$ cat src/hw/rtl/pvr_pkg.sv
// Package for the planar vector rotator: widths, gain constant and
// arctangent table shared by the top level and its pipeline stages.
// No dependencies.
`default_nettype none

package pvr_pkg;

   localparam int DATA_WIDTH_DEF      = 16;
   localparam int ROTATION_STAGES_DEF = 16;
   localparam int GUARD_BITS          = 24;
   localparam int ANGLE_BITS          = 32;
   localparam int ATAN_ENTRIES        = 32;
   localparam int Z_WIDTH             = ANGLE_BITS + 2;

   localparam logic [31:0] GAIN_INV_Q32 = 32'd2608131496;
   localparam logic [Z_WIDTH-1:0] QUARTER_TURN = Z_WIDTH'(64'd1073741824);

   localparam logic [31:0] ATAN_TABLE [ATAN_ENTRIES] = '{
      32'd536870912, 32'd316933406, 32'd167458907, 32'd85004756,
      32'd42667331,  32'd21354465,  32'd10679838,  32'd5340245,
      32'd2670163,   32'd1335087,   32'd667544,    32'd333772,
      32'd166886,    32'd83443,     32'd41722,     32'd20861,
      32'd10430,     32'd5215,      32'd2608,      32'd1304,
      32'd652,       32'd326,       32'd163,       32'd81,
      32'd41,        32'd20,        32'd10,        32'd5,
      32'd3,         32'd1,         32'd1,         32'd0
   };

endpackage

`default_nettype wire

$ cat src/hw/rtl/pvr_gain.sv
// Gain compensation, rounding and saturation for both vector components,
// four register stages with valid bits. Depends on pvr_pkg.
`default_nettype none

module pvr_gain #(
   parameter int DATA_WIDTH = pvr_pkg::DATA_WIDTH_DEF,
   parameter int XW         = 42
) (
   input  wire logic                         clock,
   input  wire logic                         reset,
   input  wire logic                         enable,
   input  wire logic                         in_valid,
   input  wire logic signed [XW-1:0]         in_x,
   input  wire logic signed [XW-1:0]         in_y,
   output logic                              out_valid,
   output logic signed [DATA_WIDTH-1:0]      out_x,
   output logic signed [DATA_WIDTH-1:0]      out_y,
   output logic                              out_saturated
);
   import pvr_pkg::*;

   localparam int RW = DATA_WIDTH + 2;
   localparam logic signed [RW-1:0] MAX_V = {3'b000, {(DATA_WIDTH-1){1'b1}}};
   localparam logic signed [RW-1:0] MIN_V = {3'b111, {(DATA_WIDTH-1){1'b0}}};
   localparam logic [XW:0] ROUND_ONE = (XW+1)'(1) << (GUARD_BITS - 1);

   logic [3:0] valid_ff;

   logic signed [XW-1:0] comp [2];

   logic                        neg1_ff [2];
   logic [XW-1:0]               mag1_ff [2];
   logic                        neg2_ff [2];
   logic [63:0]                 plo2_ff [2];
   logic [XW-1:0]               phi2_ff [2];
   logic signed [RW-1:0]        res3_ff [2];
   logic signed [DATA_WIDTH-1:0] out4_ff [2];
   logic                        sat4_ff [2];

   assign comp[0] = in_x;
   assign comp[1] = in_y;

   always_ff @(posedge clock) begin
      if (reset) begin
         valid_ff <= '0;
      end else if (enable) begin
         valid_ff <= {valid_ff[2:0], in_valid};
      end
   end

   for (genvar c = 0; c < 2; c++) begin : g_comp
      logic [XW-1:0]        mag_in;
      logic [XW:0]          sum;
      logic [XW:0]          rnd;
      logic [DATA_WIDTH:0]  r;
      logic signed [RW-1:0] res_in;
      logic signed [DATA_WIDTH-1:0] out_in;
      logic                 sat_in;

      always_comb begin
         mag_in = comp[c][XW-1] ? XW'(-comp[c]) : XW'(comp[c]);
         sum    = {1'b0, phi2_ff[c]} + (XW+1)'(plo2_ff[c][63:32]);
         rnd    = sum + ROUND_ONE;
         r      = rnd[GUARD_BITS +: DATA_WIDTH+1];
         res_in = neg2_ff[c] ? -$signed({1'b0, r}) : $signed({1'b0, r});
         if (res3_ff[c] > MAX_V) begin
            out_in = MAX_V[DATA_WIDTH-1:0];
            sat_in = 1'b1;
         end else if (res3_ff[c] < MIN_V) begin
            out_in = MIN_V[DATA_WIDTH-1:0];
            sat_in = 1'b1;
         end else begin
            out_in = res3_ff[c][DATA_WIDTH-1:0];
            sat_in = 1'b0;
         end
      end

      always_ff @(posedge clock) begin
         if (enable) begin
            neg1_ff[c] <= comp[c][XW-1];
            mag1_ff[c] <= mag_in;
            neg2_ff[c] <= neg1_ff[c];
            plo2_ff[c] <= 64'(mag1_ff[c][31:0]) * 64'(GAIN_INV_Q32);
            phi2_ff[c] <= XW'(mag1_ff[c][XW-1:32]) * XW'(GAIN_INV_Q32);
            res3_ff[c] <= res_in;
            out4_ff[c] <= out_in;
            sat4_ff[c] <= sat_in;
         end
      end
   end

   assign out_valid     = valid_ff[3];
   assign out_x         = out4_ff[0];
   assign out_y         = out4_ff[1];
   assign out_saturated = sat4_ff[0] | sat4_ff[1];

endmodule

`default_nettype wire

$ cat config.mk
export PLATFORM = sky130hd
export DESIGN_NAME = pvr_gain
export DESIGN_NICKNAME = d
export VERILOG_FILES = /design/src/hw/rtl/pvr_pkg.sv /design/src/hw/rtl/pvr_gain.sv
export SDC_FILE = /design/constraint.sdc
export NUM_CORES = 2
export LEC_CHECK = 0
export BUFFER_PORTS_ARGS = -buffer_cell sky130_fd_sc_hd__buf_2
export CAP_MARGIN = 40
export CORE_AREA = 2 2 307 309
export DETAILED_ROUTE_END_ITERATION = 12
export DIE_AREA = 0 0 309 311
export PLACE_DENSITY = 0.82
export SLEW_MARGIN = 5
export SYNTH_ARGS = -nofsm -noshare
export SYNTH_HDL_FRONTEND = slang
export SYNTH_SLANG_ARGS = --single-unit
$ cat constraint.sdc
create_clock -name clock -period 11.5 [get_ports clock]
set_clock_uncertainty 0.1 [all_clocks]
set_input_delay 1.15 -clock clock [delete_from_list [all_inputs] [get_ports clock]]
set_output_delay 1.15 -clock clock [all_outputs]
set_load 0.005 [all_outputs]
# [Word level (Yosys, flattened, before mapping)]
# Memories as Yosys holds them, arrays and structs flattened.
# Cells that the tools add are included.
[word_totals] register_bits=4 ram_bits=358 inputBits=88 output_inout_bits=34 wordCells=40 n_memories=8
[memory_table] name="plo2_ff" depth=2 word_bits=61 rd=2 rd_clocked_by_memory_dff=0 write_ports=2 line="pvr_gain.sv:34" text="logic [63:0] plo2_ff [2];"
[memory_table] name="mag1_ff" depth=2 word_bits=42 rd=2 rd_clocked_by_memory_dff=0 write_ports=2 line="pvr_gain.sv:32" text="logic [XW-1:0] mag1_ff [2];"
[memory_table] name="phi2_ff" depth=2 word_bits=39 rd=2 rd_clocked_by_memory_dff=0 write_ports=2 line="pvr_gain.sv:35" text="logic [XW-1:0] phi2_ff [2];"
[memory_table] name="res3_ff" depth=2 word_bits=18 rd=2 rd_clocked_by_memory_dff=0 write_ports=2 line="pvr_gain.sv:36" text="logic signed [RW-1:0] res3_ff [2];"
[memory_table] name="out4_ff" depth=2 word_bits=16 rd=2 rd_clocked_by_memory_dff=0 write_ports=2 line="pvr_gain.sv:37" text="logic signed [DATA_WIDTH-1:0] out4_ff [2];"
[memory_table] name="neg1_ff" depth=2 word_bits=1 rd=2 rd_clocked_by_memory_dff=0 write_ports=2 line="pvr_gain.sv:31" text="logic neg1_ff [2];"
[memory_table] name="2 more memories"
[op_classes] n_addsub=8 multipliers=4 n_lt_le_gt_ge=4 mux=14 bitwise_logic=1
[op_table] operator="$mul A32 B29 Y61 const B" count=2
[op_table] operator="$mux W42" count=2
[op_table] operator="$neg A42 Y42" count=2
[op_table] operator="$add A41 B24 Y41 const B" count=2
[op_table] operator="$add A41 B32 Y41" count=2
[op_table] operator="$mul A10 B29 Y39 const B" count=2
[op_table] operator="$mux W16" count=4
[op_table] operator="$gt A18 B16 Y1 const B" count=2
[op_table] operator="$lt A18 B16 Y1 const B" count=2
[op_table] operator="$mux W18" count=2
[op_table] operator="$neg A17 Y18" count=2
[op_table] operator="$mux W1" count=6
[op_table] operator="$or A1 B1 Y1" count=1

# [Logic depth before layout (Yosys ltp)]
# An unclocked memory read counts as a cell.
[logic_depth] depth_word=5 ltp_mapped=27 depth_no_buf=27

# [Worst setup path before layout]
# Ideal clock, no wire load.
[synth_timing] kind="reg-to-reg" start="memory mag1_ff[0][8]" end="memory plo2_ff[0][60] (netlist name), data pin" setup_ns=0.260 arrival_time_ns=7.303 slack_ns=3.837 stages_incl_launch_ff=26 period_less_slack_ns=7.663 cell_sequence="edfxtp_1 inv_1 fa_1 fa_1 inv_1 fa_1 inv_1 fa_1 inv_1 fa_1 fa_1 fa_1 inv_1 fa_1 inv_1 ha_1 nand4_1 nor4_1 a311o_1 a2111oi_0 o311ai_0 nor3_1 nor3b_1 a311o_1 a21oi_1 xnor2_1"
[synth_lines] element="start: declaration" line="pvr_gain.sv:32"
[synth_lines] element="end: declaration" line="pvr_gain.sv:34"

==> impl_results.md <==
* Antenna-violating nets left at 0
* WL met3 at 7.57 mm
* Area fraction in compound gates after synthesis at 0.0674
* Post-Synth Adder-Cell Area at 0.582
* First-pass GRT wire length at roughly 230 mm
* Number of global-route vias before repair at 43600
* Critical path startpoint category: flip-flop
* Slew Limit Fails at 0
* Layout Nets at 8088
* Post-route minimum period at 9.12 ns
* Post-synth top area cell: fa_1
* Die Width at 309 um
* Largest net degree at the start of global routing at 108
* RSZ-0062 raised after global routing: false
* Setup TNS at 0 ns
* Async set-or-reset flop fraction in the synthesized netlist at 0
* Largest family of logic cells by synthesized area: adder cells
* Post-Synth XOR/XNOR Area at 0.0348
* Status: finished, final reports clean
* Register area at 0.00885 sq mm
* Clk_lat worst skew at 0.64 ns
* Die area at 0.0961 sq mm
* Maximum buffer depth of the clock tree at 3
* Relative slew slack at 0.383
* YS warnings at 0
* Crit Path Category: flip-flop to flip-flop
* Worst Tran Pin Value at 0.925 ns
* Syn_area_per_cell at ~10 sq um
* Via count at 39800
* Top-area cell type share of the netlist area at 0.369
* DRT met1 WL at about 57 mm
* CTS H-tree lvls at 2
* DRT iter0 DRCs at 2761
* Hold Path Cell Cnt at 0
* Hold Path Sink: neg2_ff[0][0]
* Share of post-route cells with drive strength above 1 at 0.0401
* Mapped Nets at 7953
* Most common cell after layout, fill and taps aside: inv_1
* Met2 WL post-DR at around 71 mm
* Die height at 311 um
* Fmax at 110 MHz
* Post-Route WL at 143 mm
* Routed vias/inst at 5.56
* Mapped Cells at 5741
* Top cells by area, synth: fa_1 (37%), ha_1 (21%), edfxtp_1 (15%)
* Floorplan row count at 112
* Mapped Area at 0.0599 sq mm
* Post-CTS sizing at 0
* Postcts setup bufs at 0
* 1st-pass router iterations at 6
* Port Buffers at 121
* Hold_sp: neg1_ff[0][0]
* Hold Buf Count CTS at 0
* Number of enable flip-flop cells after synthesis at 292
* Fill cells at 7040
* Sequential share of the synthesized area at 0.148
* Clock-pin slew of the registers on the worst-case setup and hold paths at 0.06 ns
* Capturing point of the worst reg2reg path: plo2_ff[0][60]
* CTS tree: done
* Area grow syn2layout at 5.81%
* Critical Path AT at 9.37 ns
* Max Cap Violations at 0
* Number of synthesized register bits at about 300
* Initial Utilization at 0.645
* Crit share post-route at 0.793
* Synth cell types at 74
* Sink Count at 296
* Max layer used: met5
* Ys flop type: edfxtp_1
* Setup-failing EPs final at 0
* Core area at 0.0928 sq mm
* GRT Residual Overflow at 0
* Final Hold Vio Count at 0
* Multiplexer share of the synthesized area at 0.00151
* I/O pin cnt at between 100 and 150
* CP required at 11.75 ns
* Initial antenna violation count at 6
* Global Route Usage Sum at 0.314
* Max Fanout on Critical Path at 7
* DR DRC count at 0
* Multi-input gate area at 0.0442 sq mm
* Worst hold path type: flip-flop to flip-flop
* WL/cell at 20.0 um
* Root buffer cell: clkbuf_16
* TritonCTS Buffers at 38
* R2R setup slack at 2.38 ns
* Post-DP HPWL at roughly 120 mm
* Simple-gate share of the synthesized area at 0.0526
* GPL Wtd Cong at 1.04
* Setup crit end kind: flip-flop
* FF-to-FF path depth at 25
* Crit Reg-Reg Startpoint: mag1_ff[0][14]
* Commonest cells after routing, fill and taps aside: inv_1 (1764), fa_1 (1104), ha_1 (1020)
==> worst max path at each step <==
stage,startpoint,endpoint,slack (ns),cells past startpoint
4_1_cts,mag1_ff[0][14],plo2_ff[0][60],2.49,25
5_1_grt,mag1_ff[0][13],plo2_ff[0][60],2.11,25
3_5_place_dp,mag1_ff[0][14],plo2_ff[0][60],2.62,25
3_3_place_gp,mag1_ff[0][13],plo2_ff[0][60],2.70,25
2_1_floorplan,mag1_ff[0][8],plo2_ff[0][60],3.84,25
6_report,mag1_ff[0][14],plo2_ff[0][60],2.38,25
==> synth_stat cells, types with 26 or more instances <==
cell         n
inv_1     1764
fa_1      1104
ha_1      1020
edfxtp_1   292
a21oi_1    200
nor2_1     186
xnor2_1    176
nand2_1    168
o21ai_0    101
a21o_1      97
xor2_1      62
nand3_1     45
clkbuf_1    42
nor3_1      31
nor2b_1     30
o31ai_1     28
or3_1       26
==> stage by stage <==
| step | setup WS [ns] | std cells | util | area, sq um | hold slack [ns] |
|---|---|---|---|---|---|
| 6_report | 2.38 | 7163 | 0.683 | 63300 | 0.318 |
| 5_1_grt | 2.11 | 7162 | 0.683 | 63300 | 0.343 |
| 4_1_cts | 2.49 | 7158 | 0.682 | 63300 | 0.322 |
| 3_5_place_dp | 2.62 | 7089 | 0.669 | 62000 | 0.308 |
| 3_3_place_gp | 2.70 | 7084 | 0.668 | 62000 | 0.303 |
| 2_1_floorplan | 3.84 | 5741 | - | 59900 | 0.300 |
==> metal layers <==
layer  track usage  vias to the layer above
li1              -                    18300
met4         0.140                        2
met3        0.0387                      369
met1         0.409                    20000
met2         0.529                     1191
met5             0                        -
==> cells by family after synthesis <==
group           after synthesis
compound gates              622
simple gates                644
fa+ha+maj                  2124
mux                           9
buf+inv                    1808
xor+xnor                    238
flops                       296
==> critical path: stages, from the launching register on <==
cell       delay [ns]
edfxtp_1         0.70
inv_1            0.28
fa_1             0.52
fa_1             0.50
inv_1            0.05
fa_1             0.50
inv_1            0.06
fa_1             0.54
inv_1            0.05
fa_1             0.49
fa_1             0.42
fa_1             0.53
fa_1             0.44
ha_1             0.37
a21o_1           0.20
a21o_1           0.17
a21oi_1          0.20
o21ai_0          0.18
a32o_1           0.24
a2111oi_0        0.67
o311ai_0         0.44
nor3_1           0.33
nor3b_1          0.15
a311o_1          0.42
a21oi_1          0.20
xnor2_1          0.09
==> flip-flops by register name (all words and copies together), names as in the netlist <==
signal / cells
sat4_ff: 2
phi2_ff: 76
neg1_ff: 2
plo2_ff: 58
res3_ff: 36
valid_ff: 4
mag1_ff: 84
neg2_ff: 2
out4_ff: 32
==> final cells by class <==
type	instances	share of cell area
Multi-Input combinational cell	3637	0.698
Tap cell	1254	0.0248
Clock inverter	25	0.00460
Antenna cell	4	0.000158
Timing Repair Buffer	139	0.0126
Inverter	1764	0.105
Clock buffer	44	0.0154
Sequential cell	296	0.140
Power is not shown: default switching activity piles up to over one toggle a cycle in this logic, so the estimate is an artifact.
