**src/hw/rtl/pvr_pkg.sv**
```systemverilog
// Package for the planar vector rotator: widths, gain constant and
// arctangent table shared by the top level and its pipeline stages.
// No dependencies.
`default_nettype none

package pvr_pkg;

   localparam int DATA_WIDTH_DEF      = 16;
   localparam int ROTATION_STAGES_DEF = 16;
   localparam int GUARD_BITS          = 24;
   localparam int ANGLE_BITS          = 32;
   localparam int ATAN_ENTRIES        = 32;
   localparam int Z_WIDTH             = ANGLE_BITS + 2;

   localparam logic [31:0] GAIN_INV_Q32 = 32'd2608131496;
   localparam logic [Z_WIDTH-1:0] QUARTER_TURN = Z_WIDTH'(64'd1073741824);

   localparam logic [31:0] ATAN_TABLE [ATAN_ENTRIES] = '{
      32'd536870912, 32'd316933406, 32'd167458907, 32'd85004756,
      32'd42667331,  32'd21354465,  32'd10679838,  32'd5340245,
      32'd2670163,   32'd1335087,   32'd667544,    32'd333772,
      32'd166886,    32'd83443,     32'd41722,     32'd20861,
      32'd10430,     32'd5215,      32'd2608,      32'd1304,
      32'd652,       32'd326,       32'd163,       32'd81,
      32'd41,        32'd20,        32'd10,        32'd5,
      32'd3,         32'd1,         32'd1,         32'd0
   };

endpackage

`default_nettype wire

```
**src/hw/rtl/pvr_stage.sv**
```systemverilog
// One CORDIC micro-rotation stage with its output register and valid bit.
// Depends on pvr_pkg.
`default_nettype none

module pvr_stage #(
   parameter int          XW    = 42,
   parameter int          SHIFT = 0,
   parameter logic [31:0] ATAN  = '0
) (
   input  wire logic                             clock,
   input  wire logic                             reset,
   input  wire logic                             enable,
   input  wire logic                             in_valid,
   input  wire logic signed [XW-1:0]             in_x,
   input  wire logic signed [XW-1:0]             in_y,
   input  wire logic signed [pvr_pkg::Z_WIDTH-1:0] in_z,
   output logic                                  out_valid_ff,
   output logic signed [XW-1:0]                  out_x_ff,
   output logic signed [XW-1:0]                  out_y_ff,
   output logic signed [pvr_pkg::Z_WIDTH-1:0]    out_z_ff
);
   import pvr_pkg::*;

   logic signed [XW-1:0]      dx;
   logic signed [XW-1:0]      dy;
   logic signed [Z_WIDTH-1:0] step;
   logic signed [XW-1:0]      x_in;
   logic signed [XW-1:0]      y_in;
   logic signed [Z_WIDTH-1:0] z_in;

   always_comb begin
      dx   = in_y >>> SHIFT;
      dy   = in_x >>> SHIFT;
      step = $signed({{(Z_WIDTH-32){1'b0}}, ATAN});
      if (!in_z[Z_WIDTH-1]) begin
         x_in = in_x - dx;
         y_in = in_y + dy;
         z_in = in_z - step;
      end else begin
         x_in = in_x + dx;
         y_in = in_y - dy;
         z_in = in_z + step;
      end
   end

   always_ff @(posedge clock) begin
      if (reset) begin
         out_valid_ff <= 1'b0;
      end else if (enable) begin
         out_valid_ff <= in_valid;
      end
   end

   always_ff @(posedge clock) begin
      if (enable) begin
         out_x_ff <= x_in;
         out_y_ff <= y_in;
         out_z_ff <= z_in;
      end
   end

endmodule

`default_nettype wire

```
**config.mk**
```make
export PLATFORM = sky130hd
export DESIGN_NAME = pvr_stage
export DESIGN_NICKNAME = d
export VERILOG_FILES = /design/src/hw/rtl/pvr_pkg.sv /design/src/hw/rtl/pvr_stage.sv
export SDC_FILE = /design/constraint.sdc
export NUM_CORES = 1
export LEC_CHECK = 0
export ABC_AREA = 1
export BUFFER_PORTS_ARGS = -buffer_cell sky130_fd_sc_hd__buf_2
export CORE_MARGIN = 2
export CORE_UTILIZATION = 50
export DETAILED_ROUTE_END_ITERATION = 7
export PLACE_DENSITY = 0.82
export RECOVER_POWER = 100
export REMOVE_ABC_BUFFERS = 1
export SETUP_SLACK_MARGIN = 0.2
export SYNTH_ARGS = -nofsm -noshare
export SYNTH_HDL_FRONTEND = slang
export SYNTH_SLANG_ARGS = --single-unit
```
**constraint.sdc**
```tcl
create_clock -name clock -period 3.6 [get_ports clock]
set_input_delay 0.18 -clock clock [delete_from_list [all_inputs] [get_ports clock]]
set_output_delay 0.18 -clock clock [all_outputs]
set_load 0.005 [all_outputs]
```
# Word level (Yosys, flattened, before mapping)

Cells that the tools add are included.

Flip-flop bits (word level): 119
Input bits: 122
Word-level logic and storage cells: 9
Output and inout bits: 119

Add/subtract/negate cells: 3
Multiplexer cells: 2

Operators with widths:

| cell           | number |
|---|---|
| $mux 42        | 2 |
| $sub 42x42->42 | 2 |
| $add 42x42->42 | 1 |

# Longest topological paths before layout

Gate-level depths: netlist of the first run.

Depth in word-level cells: 2
Mapped depth: 18
Mapped depth without buffers: 17

# Least setup slack after synthesis of the first run

No wires, ideal clock.

Path kind: input to register
From: input in_x[0]
To: register out_x_ff[32] (data pin)
Stages on the path: 13
Buffers on the path: 0
Path slack: 1.626 ns
Arrival time: 1.721 ns
Library setup time: 0.254 ns
Required time: 3.346 ns
Cell sequence: inv_1 > ha_1 > fa_1 > o21ai_1 > nand2_1 > nand2_1 > nand2_1 > nand2_1 > nand2_1 > nand2_1 > nand2_1 > nand3_1 > nand2_1

Word-level cells in the longest chain between the ends: 2
Elaborated cells between the ends (all ways): 3
Those cells by class: add/sub: 2; mux: 1

Ends and longest elaborated chain:

| element                                          | line                             | source |
|---|---|---|
| from (decl)                                      | pvr_stage.sv:14                  | `input wire logic signed [XW-1:0] in_x,` |
| $sub 42x42->42 or $add 42x42->42 (tied branches) | pvr_stage.sv:36, pvr_stage.sv:40 |  |
| $mux 42 *                                        | pvr_stage.sv:35                  | `if (!in_z[Z_WIDTH-1]) begin` |
| net x_in[32]                                     | pvr_stage.sv:27                  | `logic signed [XW-1:0] x_in;` |
| to (signal assigned)                             | pvr_stage.sv:56                  | `out_x_ff <= x_in;` |
| to (decl)                                        | pvr_stage.sv:18                  | `output logic signed [XW-1:0] out_x_ff,` |

Mark *: on every way through the listed nets, which the timed path passes. The rest lies on a longest branch.
A chain may end at the register's enable or synchronous reset.

# Final worst setup path of the first run

From: input in_y[0]
To: register out_y_ff[20] (data pin)

Word-level cells in the longest chain between the ends: 2
Elaborated cells between the ends (all ways): 3
Those cells by class: add/sub: 2; mux: 1

Ends and longest elaborated chain:

| element                                          | line                             | source |
|---|---|---|
| from (decl)                                      | pvr_stage.sv:15                  | `input wire logic signed [XW-1:0] in_y,` |
| $add 42x42->42 or $sub 42x42->42 (tied branches) | pvr_stage.sv:37, pvr_stage.sv:41 |  |
| $mux 42 *                                        | pvr_stage.sv:35                  |  |
| net y_in[20]                                     | pvr_stage.sv:28                  | `logic signed [XW-1:0] y_in;` |
| to (signal assigned)                             | pvr_stage.sv:57                  | `out_y_ff <= y_in;` |
| to (decl)                                        | pvr_stage.sv:19                  | `output logic signed [XW-1:0] out_y_ff,` |

Marked as above.

==> run_results.csv, run 1 <==
group,metric,value,unit
status,outcome,"finished, violations left",
status,failed_checks,"max-capacitance violations, max-slew violations",
routing,wl_per_cell,18.79,um
clock_tree,cts_tree,"built",
pwr,ir_drop,0.2465,mV
critical_path,worstSetupEndpointType,"flip-flop",
worst_hold_path,hp-class,"in2reg",
routing,first_iter_violations,1356,
job,maxCapViolCount,2,
floorplanning,num_io_pins,241,
clock_tree,cts_buffers,17,
pwr,total_leakage_power,8.217,nW
grt,grt_use_total,35.71,%
finish,area_growth,14.88,%
finish,layout_common_cells,"nand2_1, inv_1, nand3_1, nor2_1, buf_2",
routing,num_vias,15140,
routing,drc,0,
clock_tree,path_clk_slew,0.08,ns
critical_path,critPathKind,"in2reg",
routing,avgViaCountPerCell,5.442,
sta,setup_viol_count_final,0,
pwr,power-per-cell-area,360.6,nW/um2
sta,period_needed,3.196,ns
sta,hold_viol_final,0,
sta,slew_violations,145,
critical_path,endpoint,"out_y_ff[20]$_DFFE_PP_",
logic_synthesis,synth_area_per_cell,6.459,um2
placement,io_buffers,240,
clock_tree,cts_resized,0,
floorplanning,die_x,170.7,um
routing,drt-total-wl,52.26,mm
critical_path,crit_fanout,5,
placement,globalplace.congestion,1.016,
critical_path,r2r_end,"out_valid_ff$_SDFFE_PP0P_",
critical_path,arrival,3.30,ns
finish,fill_cells,2819,
grt,grt_max_degree,81,
logic_synthesis,synth.distinct_cells,45,
sta,fin_crit_sh,88.77,%
logic_synthesis,netlist_area,13890,um2
critical_path,r2r_start,"out_valid_ff$_SDFFE_PP0P_",
clock_tree,root_buffer,"clkbuf_16",
floorplanning,num_rows,61,
grt,grt_first_pass_wirelength,78.16,mm
sta,tns,0,ns
logic_synthesis,syn_inst,2150,
grt,grt_pass1_vias,14560,
clock_tree,insertion_delay,0.44,ns
clock_tree,cts.path.max_buffers,2,
logic_synthesis,ys_seq_elements,118,
placement,hpwl,42.47,mm
routing,drtAntennaViolNets,0,
clock_tree,cts-htree-levels,4,
finish,nNetsFinal,2654,
finish,n_antenna_cell,0,
critical_path,crit_start,"in_y[0]",
finish,final_cell_area,15950,um2
sta,relSlewSlack,-30.54,%
critical_path,crit_required,3.71,ns
clock_tree,post_cts_buffers,0,
placement,place_area,15210,um2
logic_synthesis,seq_area_frac_synth,25.45,%
sta,rsz0062_at_grt,"no",
critical_path,startpoint_type,"input port",
clock_tree,cts.sink_count,118,
grt,grt_overflow,0,
finish,drive_gt1_share,11.44,%
critical_path,ff2ff_setup_slack,2.43,ns
grt,antenna_found_initial,0,
sta,fmax,312.9,MHz
floorplanning,core,27550,um2
floorplanning,start_util,50.40,%
sta,skew,0,ns
critical_path,r2r_cells,3,
sta,worstMarginPinSlew,1.958,ns
routing,drtPass1Iterations,6,
logic_synthesis,yosys_warnings,0,
floorplanning,die_area,29120,um2
finish,layout_commonest_cell,"nand2_1",
floorplanning,die_h,170.7,um
## area by class of cell
class | count | area (um2) | area share (%)
multi-input cells | 1636 | 8602 | 53.93
flip-flops and latches | 118 | 3533 | 22.15
repair buffers | 280 | 1481 | 9.287
inverters | 338 | 1269 | 7.954
well taps | 378 | 473.0 | 2.965
clock buffers | 17 | 425.4 | 2.667
clock inverters | 15 | 167.7 | 1.051
## timing repair
item | 4_1_cts | 5_1_grt
endpoints found under the setup margin | 0 | 0
hold buffers | 35 | 0
hold endpoints to repair | 34 | 0
## registers in the layout, summed over array words and instances, names as in the netlist
| register | count |
|---|---|
| out_y_ff | 41 |
| out_z_ff | 34 |
| out_x_ff | 42 |
| out_valid_ff | 1 |
## kinds of logic (layout without fill, tap and decap cells)
family | after synthesis | after routing | share of synthesized area [%]
compound gates | 308 | 308 | 12.33
xor+xnor | 27 | 27 | 1.703
fa+ha+maj | 141 | 141 | 12.87
buf+inv | 396 | 650 | 12.15
flops | 118 | 118 | 25.45
mux | 2 | 2 | 0.1442
simple gates | 1158 | 1158 | 35.37
## layer usage
layer | track usage (%) | part of all wire, %
met3 | 3.493 | 6.9
met2 | 57.17 | 44
met5 | 0 | 0
met1 | 48.34 | 44
met4 | 17.39 | 4.6
## critical path, cell delays in order
cell and delay (ns):
buf_2 0.10, inv_1 0.05, ha_1 0.28, fa_1 0.54
o21ai_0 0.91, inv_1 0.20, o211ai_1 0.52, nand2_1 0.14
nand2_1 0.09, nand2_1 0.06, nand3_1 0.09, o21ai_1 0.14
## cell usage after synthesis (all sizes together)
| cell type | number | area share (%) |
|---|---|---|
| a21boi | 5 | 0.30 |
| a21o | 3 | 0.16 |
| a21oi | 145 | 5.4 |
| a31oi | 2 | 0.090 |
| and2 | 4 | 0.18 |
| buf | 52 | 2.8 |
| clkbuf | 6 | 0.19 |
| clkinv | 2 | 0.054 |
| dfxtp | 1 | 0.14 |
| edfxtp | 117 | 25 |
| fa | 3 | 0.43 |
| ha | 138 | 12 |
| inv | 336 | 9.1 |
| mux2i | 2 | 0.14 |
| nand2 | 694 | 19 |
| nand3 | 198 | 7.3 |
| nand3b | 4 | 0.31 |
| nand4 | 12 | 0.54 |
| nor2 | 234 | 7.3 |
| nor3 | 9 | 0.36 |
| o211ai | 7 | 0.59 |
| o21a | 2 | 0.11 |
| o21ai | 115 | 4.2 |
| o21bai | 20 | 1.1 |
| o22ai | 9 | 0.41 |
| or2 | 3 | 0.14 |
| xor2 | 27 | 1.7 |
## per-stage QoR
step	utilization (%)	power, mW	hold slack, ns	std cells	worst slack, ns
after floorplan	-	3.052	0.2524	2092	1.571
after global placement	55.19	3.856	0.3366	2715	0.5202
after detailed placement	55.19	3.873	0.3387	2715	0.4953
after CTS	58.62	5.742	0.1337	2782	0.9548
after global routing	57.89	6.041	0.1732	2782	0.4228
final	57.89	5.752	0.1359	2782	0.4043
## power breakdown
group	total, mW	internal (mW)	switching (mW)
combinational	2.13	0.661	1.47
clock	1.84	1.04	0.807
sequential	1.78	1.73	0.0469
total	5.75	3.43	2.32
## worst min path at each step
stage / start / endpoint / slack (ns) / cells after the start
4_1_cts: in_y[0] / out_x_ff[0]$_DFFE_PP_ / 0.13 / 3
5_1_grt: in_y[0] / out_x_ff[0]$_DFFE_PP_ / 0.17 / 3
2_1_floorplan: reset / out_valid_ff$_SDFFE_PP0P_ / 0.25 / 1
6_report: in_y[0] / out_x_ff[0]$_DFFE_PP_ / 0.14 / 3
3_3_place_gp: reset / out_valid_ff$_SDFFE_PP0P_ / 0.34 / 2
3_5_place_dp: reset / out_valid_ff$_SDFFE_PP0P_ / 0.34 / 2
Power figures use the tool's default switching activity.
==> inputs of run 2 (changes only) <==
ABC_AREA = default   (was 1)
PLACE_DENSITY = 0.84   (was 0.82)
==> run 2 against run 1 <==
The flow still finishes with violations (max-capacitance violations, max-slew violations). Fmax is 2.9% lower. Via count is 25% lower. Setup slack worse by 0.097 ns. Largest power group unchanged. Register-to-register slack worse by 0.03 ns. Wire length is 26% lower. Non-clock buffer count is 35 higher. Utilization is 3.3 points higher.
==> run_results.csv, run 2 <==
group,metric,value,unit
status,outcome,"finished, violations left",
status,failed_checks,"max-capacitance violations, max-slew violations",
floorplanning,die_area,23900,um2
sta,skew,0,ns
critical_path,critPathMaxStageDelay,0.68,ns
routing,routed.top_layer,"met4",
clock_tree,cts.path.max_buffers,2,
worst_hold_path,hp-class,"in2reg",
clock_tree,cts_buffers,17,
sta,period_needed,3.292,ns
logic_synthesis,ys_async_sr_fraction,0,%
routing,wl_per_cell,20.59,um
floorplanning,start_util,50.56,%
critical_path,crit_fanout,13,
finish,seqCellArea,3533,um2
critical_path,cp_top_family,"compound AO/OA/AOI/OAI gates",
finish,layout_common_cells,"a21oi_1, buf_2, ha_1, inv_1, edfxtp_1",
grt,grt_first_pass_wirelength,59.04,mm
finish,top_register,"out_x_ff",
grt,grt_max_degree,69,
critical_path,crit_top_cell,"a221oi_1",
critical_path,ff2ff_setup_slack,2.40,ns
grt,grt_use_total,31.26,%
finish,layout_commonest_cell,"a21oi_1",
logic_synthesis,seq_area_frac_synth,31.15,%
critical_path,startpoint_type,"input port",
finish,post-route-util,61.22,%
logic_synthesis,netlist_area,11340,um2
finish,multiInputGateArea,7044,um2
critical_path,arrival,3.47,ns
sta,fmax,303.7,MHz
clock_tree,cts.sink_count,118,
pwr,switchingPower,1.972,mW
finish,reg_top3,"out_x_ff (42), out_y_ff (41), out_z_ff (34)",
pwr,ir_drop,0.4056,mV
logic_synthesis,yosys.area.top_type,"edfxtp_1",
critical_path,r2r_end,"out_valid_ff$_SDFFE_PP0P_",
sta,hold_viol_final,0,
clock_tree,cts_tree,"built",
placement,pre_cts_slack,0.1889,ns
logic_synthesis,ys.flop_type,"edfxtp_1",
sta,rsz0062_at_grt,"no",
pwr,total_leakage_power,5.976,nW
logic_synthesis,synthTopCellsByArea,"edfxtp_1, ha_1, a21oi_1, xnor2_1, inv_1",
sta,setup_viol_count_final,0,
logic_synthesis,synth-edff-count,117,
finish,final_cell_area,13730,um2
floorplanning,core,22430,um2
finish,area_growth,21.09,%
sta,worst_hold_slack,0.1855,ns
pwr,swShare,36.13,%
grt,grt_pass1_vias,11030,
finish,n_antenna_cell,0,
logic_synthesis,yosysMostFrequentCell,"a21oi_1",
placement,globalplace.congestion,0.9869,
routing,drc,0,
clock_tree,cts-htree-levels,4,
clock_tree,post_cts_buffers,0,
pwr,p_comb_share,34.5,%
pwr,power-per-cell-area,397.5,nW/um2
job,maxCapViolCount,3,
logic_synthesis,synthTopCellsByCount,"a21oi_1, ha_1, inv_1",
clock_tree,insertion_delay,0.42,ns
sta,fin_crit_sh,91.45,%
worst_hold_path,min_path_cells,3,
critical_path,critPathBufInv,2,
routing,drtAntennaViolNets,0,
placement,io_buffers,240,
worst_hold_path,holdPathEnd,"out_x_ff[0]$_DFFE_PP_",
critical_path,r2r_cells,3,
placement,hpwl,29.96,mm
logic_synthesis,synth.distinct_cells,76,
grt,antenna_found_initial,0,
finish,largest_reg_flops,42,
critical_path,crit_required,3.77,ns
pwr,pwr-share-clk,31.6,%
floorplanning,die_x,154.6,um
sta,fin_ws,0.3077,ns
critical_path,worstSetupEndpointType,"flip-flop",
routing,num_vias,11390,
pwr,p_int,3.487,mW
grt,grt_overflow,0,
pwr,seqPwrFrac,33.8,%
critical_path,crit_path_top_delay_cell,"a221oi_1",
logic_synthesis,yosysTopAreaCellShare,30.98,%
routing,met2_wirelength,17.96,mm
sta,tns,0,ns
routing,wirelength_met1,16.40,mm
clock_tree,path_clk_slew,0.07,ns
routing,first_iter_violations,1291,
floorplanning,num_io_pins,241,
sta,worstMarginPinSlew,1.738,ns
critical_path,cp_cell_sequence,"buf_2 -> inv_1 -> ha_1 -> nor2b_1 -> o211ai_1 -> nand2_1 -> o21a_1 -> a221oi_1 -> o31ai_2 -> a31oi_1 -> a221oi_1 -> xnor2_1",
finish,drive_gt1_share,16.13,%
placement,place_area,12980,um2
floorplanning,die_h,154.6,um
finish,nNetsFinal,1850,
worst_hold_path,hp-start,"in_y[0]",
sta,slew_violations,178,
routing,avgViaCountPerCell,6.041,
floorplanning,num_rows,55,
critical_path,critPathKind,"in2reg",
logic_synthesis,ys_seq_elements,118,
logic_synthesis,syn_inst,1311,
routing,met3WireLength,3.385,mm
clock_tree,root_buffer,"clkbuf_16",
routing,drtPass1Iterations,7,
routing,drt-total-wl,38.81,mm
finish,fill_cells,2016,
critical_path,r2r_start,"out_valid_ff$_SDFFE_PP0P_",
sta,relSlewSlack,-16.02,%
logic_synthesis,synth_area_per_cell,8.652,um2
logic_synthesis,yosys_warnings,0,
run 2: cell count changes in the layout (fill, tap and decap cells not counted), moves of 24 or more:
cell and change:
nand2_1 -600, nand3_1 -169, buf_2 +24, xnor2_1 +78, nor3_1 +26, nor2_2 -45
a21oi_1 +31, buf_4 +32, xor2_1 -24, nor2_1 -95, inv_1 -200
run 2: stage by stage:
step | cells | total power, mW
finish | 1885 | 5.459
global route | 1885 | 5.667
CTS | 1885 | 5.460
detailed placement | 1818 | 3.701
global placement | 1818 | 3.679
floorplan | 1253 | 2.923
run 2: logic make-up after synthesis:
kind of cell	count (synthesis)	synth area share, %
compound gates	446	25.18
simple gates	316	13.24
buf+inv	185	6.299
fa+ha+maj	141	15.75
flops	118	31.15
xor+xnor	81	6.255
mux	24	2.118
run 2: worst max-delay path by stage:
stage | startpoint | to | slack (ns) | cells after the start
final | in_x[8] | out_x_ff[41]$_DFFE_PP_ | 0.31 | 12
after global routing | in_x[12] | out_y_ff[27]$_DFFE_PP_ | 0.19 | 12
after CTS | in_x[0] | out_x_ff[36]$_DFFE_PP_ | 0.62 | 13
after detailed placement | in_x[0] | out_x_ff[36]$_DFFE_PP_ | 0.19 | 13
after global placement | in_x[0] | out_x_ff[36]$_DFFE_PP_ | 0.22 | 13
after floorplan | in_x[12] | out_y_ff[27]$_DFFE_PP_ | 0.86 | 11
run 2: repair_timing:
item / in CTS / in global routing
endpoints found under the setup margin: 0 / 0
hold endpoints to repair: 34 / 0
resized for setup: 0 / 0
hold buffers: 35 / 0
run 2: power groups by stage:
| stage | Clock, mW | Combinational, mW | Sequential [mW] |
|---|---|---|---|
| 6_report | 1.73 | 1.89 | 1.85 |
| 4_1_cts | 1.73 | 1.89 | 1.84 |
| 2_1_floorplan | 0 | 1.04 | 1.89 |
| 5_1_grt | 1.78 | 2.03 | 1.86 |
| 3_3_place_gp | 0 | 1.82 | 1.86 |
| 3_5_place_dp | 0 | 1.84 | 1.86 |
run 2: routing by layer:
metal | track usage [%] | vias to the layer above
li1 | - | 5286
met2 | 52.21 | 675
met1 | 42.63 | 5340
met5 | 0 | -
met4 | 9.700 | 0
met3 | 3.614 | 86
run 2: layout make-up:
cell class	count	share of cell area, %
repair buffers	315	12.73
inverters	127	3.471
clock buffers	18	3.198
well taps	285	2.596
flip-flops and latches	118	25.73
multi-input cells	1008	51.29
clock inverters	14	0.9930
run 2: tightest hold or removal path: cells and delay by family:
family / cells / cell delay (ns)
adder cells (fa/ha/maj): 1 / 0.13
buffers and inverters: 2 / 0.13
==> inputs of run 3 (changes only) <==
CORE_UTILIZATION = 45   (was 50)
PLACE_DENSITY = 0.78   (was 0.84)
==> run 3 against run 2 <==
Fmax is 1.6% higher. Largest power group unchanged. Design area rose by 0.68%. Global-route usage down 2.5 points. Critical path type unchanged. Clock power is 4% higher. Critical endpoint unchanged. Sequential cell count stayed put. The flow still finishes with violations (max-capacitance violations, max-slew violations). Sequential share of layout area is 0.17 points lower. Setup slack gained 0.053 ns. Die area rose by 11%. Critical path depth did not move. Clock skew stayed put.
==> run_results.csv, run 3 (synthesized netlist as in run 2, its figures left out) <==
group,metric,value,unit
sta,fin_crit_sh,89.99,%
sta,rsz0062_at_grt,"no",
grt,grt_pass1_vias,10850,
pwr,ir_drop,0.2626,mV
floorplanning,core,24960,um2
finish,post-route-util,55.39,%
finish,final_cell_area,13830,um2
routing,drt-total-wl,39.00,mm
routing,drtAntennaViolNets,0,
finish,finalNonFillerCells,1928,
critical_path,critPathKind,"in2reg",
finish,largest_reg_flops,42,
placement,dp.cells,1860,
finish,nNetsFinal,1847,
critical_path,crit_start,"in_x[8]",
clock_tree,cts.sink_count,118,
routing,num_vias,11370,
finish,area_growth,21.92,%
sta,setup_viol_count_final,0,
finish,layout_commonest_cell,"buf_2",
clock_tree,path_clk_slew,0.06,ns
routing,wl_per_cell,20.23,um
worst_hold_path,hp-start,"in_y[0]",
routing,drtPass1Iterations,6,
routing,first_iter_violations,1307,
clock_tree,cts_buffers,17,
floorplanning,die_area,26490,um2
routing,avgViaCountPerCell,5.895,
critical_path,critPathMaxStageDelay,0.67,ns
pwr,total_leakage_power,5.988,nW
placement,io_buffers,240,
status,failed_checks,"max-capacitance violations, max-slew violations",
sta,fin_ws,0.3604,ns
job,maxCapViolCount,2,
floorplanning,die_h,162.8,um
clock_tree,cts.path.max_buffers,2,
grt,grt_max_degree,77,
critical_path,crit_path_top_delay_cell,"o31ai_2",
clock_tree,root_buffer,"clkbuf_16",
placement,place_area,13020,um2
sta,worstMarginPinSlew,2.680,ns
floorplanning,start_util,45.43,%
clock_tree,insertion_delay,0.43,ns
sta,worst_hold_slack,0.2158,ns
critical_path,worstSetupEndpointType,"flip-flop",
critical_path,startpoint_type,"input port",
grt,grt_use_total,28.78,%
placement,hpwl,30.31,mm
finish,top_register,"out_x_ff",
sta,skew,0,ns
finish,drive_gt1_share,16.22,%
grt,grt_overflow,0,
routing,drc,0,
worst_hold_path,hp-class,"in2reg",
sta,hold_viol_final,0,
grt,antenna_found_initial,1,
clock_tree,cts-htree-levels,4,
pwr,power.total,5.530,mW
floorplanning,num_io_pins,241,
grt,grt_first_pass_wirelength,59.13,mm
sta,slew_violations,118,
sta,relSlewSlack,-78.68,%
critical_path,cp_cell_sequence,"clkbuf_1 -> inv_1 -> ha_1 -> nor3_2 -> o2111ai_1 -> a31oi_4 -> o21a_1 -> a221oi_4 -> o31ai_2 -> a31oi_1 -> a221oi_2 -> xnor2_1",
floorplanning,die_x,162.8,um
critical_path,crit_required,3.77,ns
sta,fmax,308.7,MHz
finish,reg_top3,"out_x_ff (42), out_y_ff (41), out_z_ff (34)",
pwr,power-per-cell-area,399.9,nW/um2
status,outcome,"finished, violations left",
floorplanning,num_rows,58,
critical_path,crit_fanout,13,
finish,layout_common_cells,"buf_2, a21oi_1, ha_1, inv_1, edfxtp_1",
critical_path,r2r_start,"out_valid_ff$_SDFFE_PP0P_",
critical_path,arrival,3.41,ns
clock_tree,cts_tree,"built",
clock_tree,post_cts_buffers,0,
sta,period_needed,3.240,ns
placement,pre_cts_slack,0.1935,ns
placement,globalplace.congestion,0.9902,
sta,tns,0,ns
## run 3: cell count changes in the layout (fill, tap and decap cells not counted), moves of 2 or more
cell,change
a221oi_1,-2
and2_0,+2
and2_1,-2
buf_12,+2
buf_2,+6
buf_4,-8
clkbuf_2,-2
o21ai_0,-3
o21ai_1,+2
## run 3: worst paths after layout
path	to	slack [ns]	cells after the start
max	out_x_ff[41]$_DFFE_PP_	0.36	12
min	out_x_ff[0]$_DFFE_PP_	0.22	3
max reg2reg	out_valid_ff$_SDFFE_PP0P_	2.41	3
min reg2reg	out_valid_ff$_SDFFE_PP0P_	1.07	3
## run 3: metal layers
metal | track usage, % | vias to the layer above | wire length, um
li1 | - | 5293 | -
met2 | 46.57 | 621 | 17880
met3 | 5.297 | 86 | 3372
met1 | 38.85 | 5365 | 16590
met5 | 0 | - | 0
met4 | 9.493 | 0 | 1164
## run 3: layout make-up
cell class	instances	area (um2)
sequential	118	3533
timing repair buffer	312	1748
antenna	1	2.502
inverter	127	476.7
fill	2338	11140
multi-input combinational	1008	7066
clock inverter	15	163.9
tap	330	412.9
clock buffer	17	425.4
## run 3: where the power goes
group | leakage [nW] | internal, mW | switching (mW) | total (mW)
clock | 0.292 | 1.04 | 0.767 | 1.80
sequential | 1.15 | 1.78 | 0.0631 | 1.84
combinational | 4.54 | 0.721 | 1.16 | 1.88
## run 3: what timing repair did
action / CTS / global route
hold endpoints to repair: 34 / 0
hold buffers: 35 / 0
resized for setup: 0 / 0
## run 3: worst max-delay path, delay by kind of cell
kind	cells	cell delay (ns)
AOI/OAI and AO/OA	7	2.21
adders and majority gates	1	0.49
and+or+nand+nor	1	0.21
buffers and inverters	2	0.20
xor gates and xnor gates	1	0.10
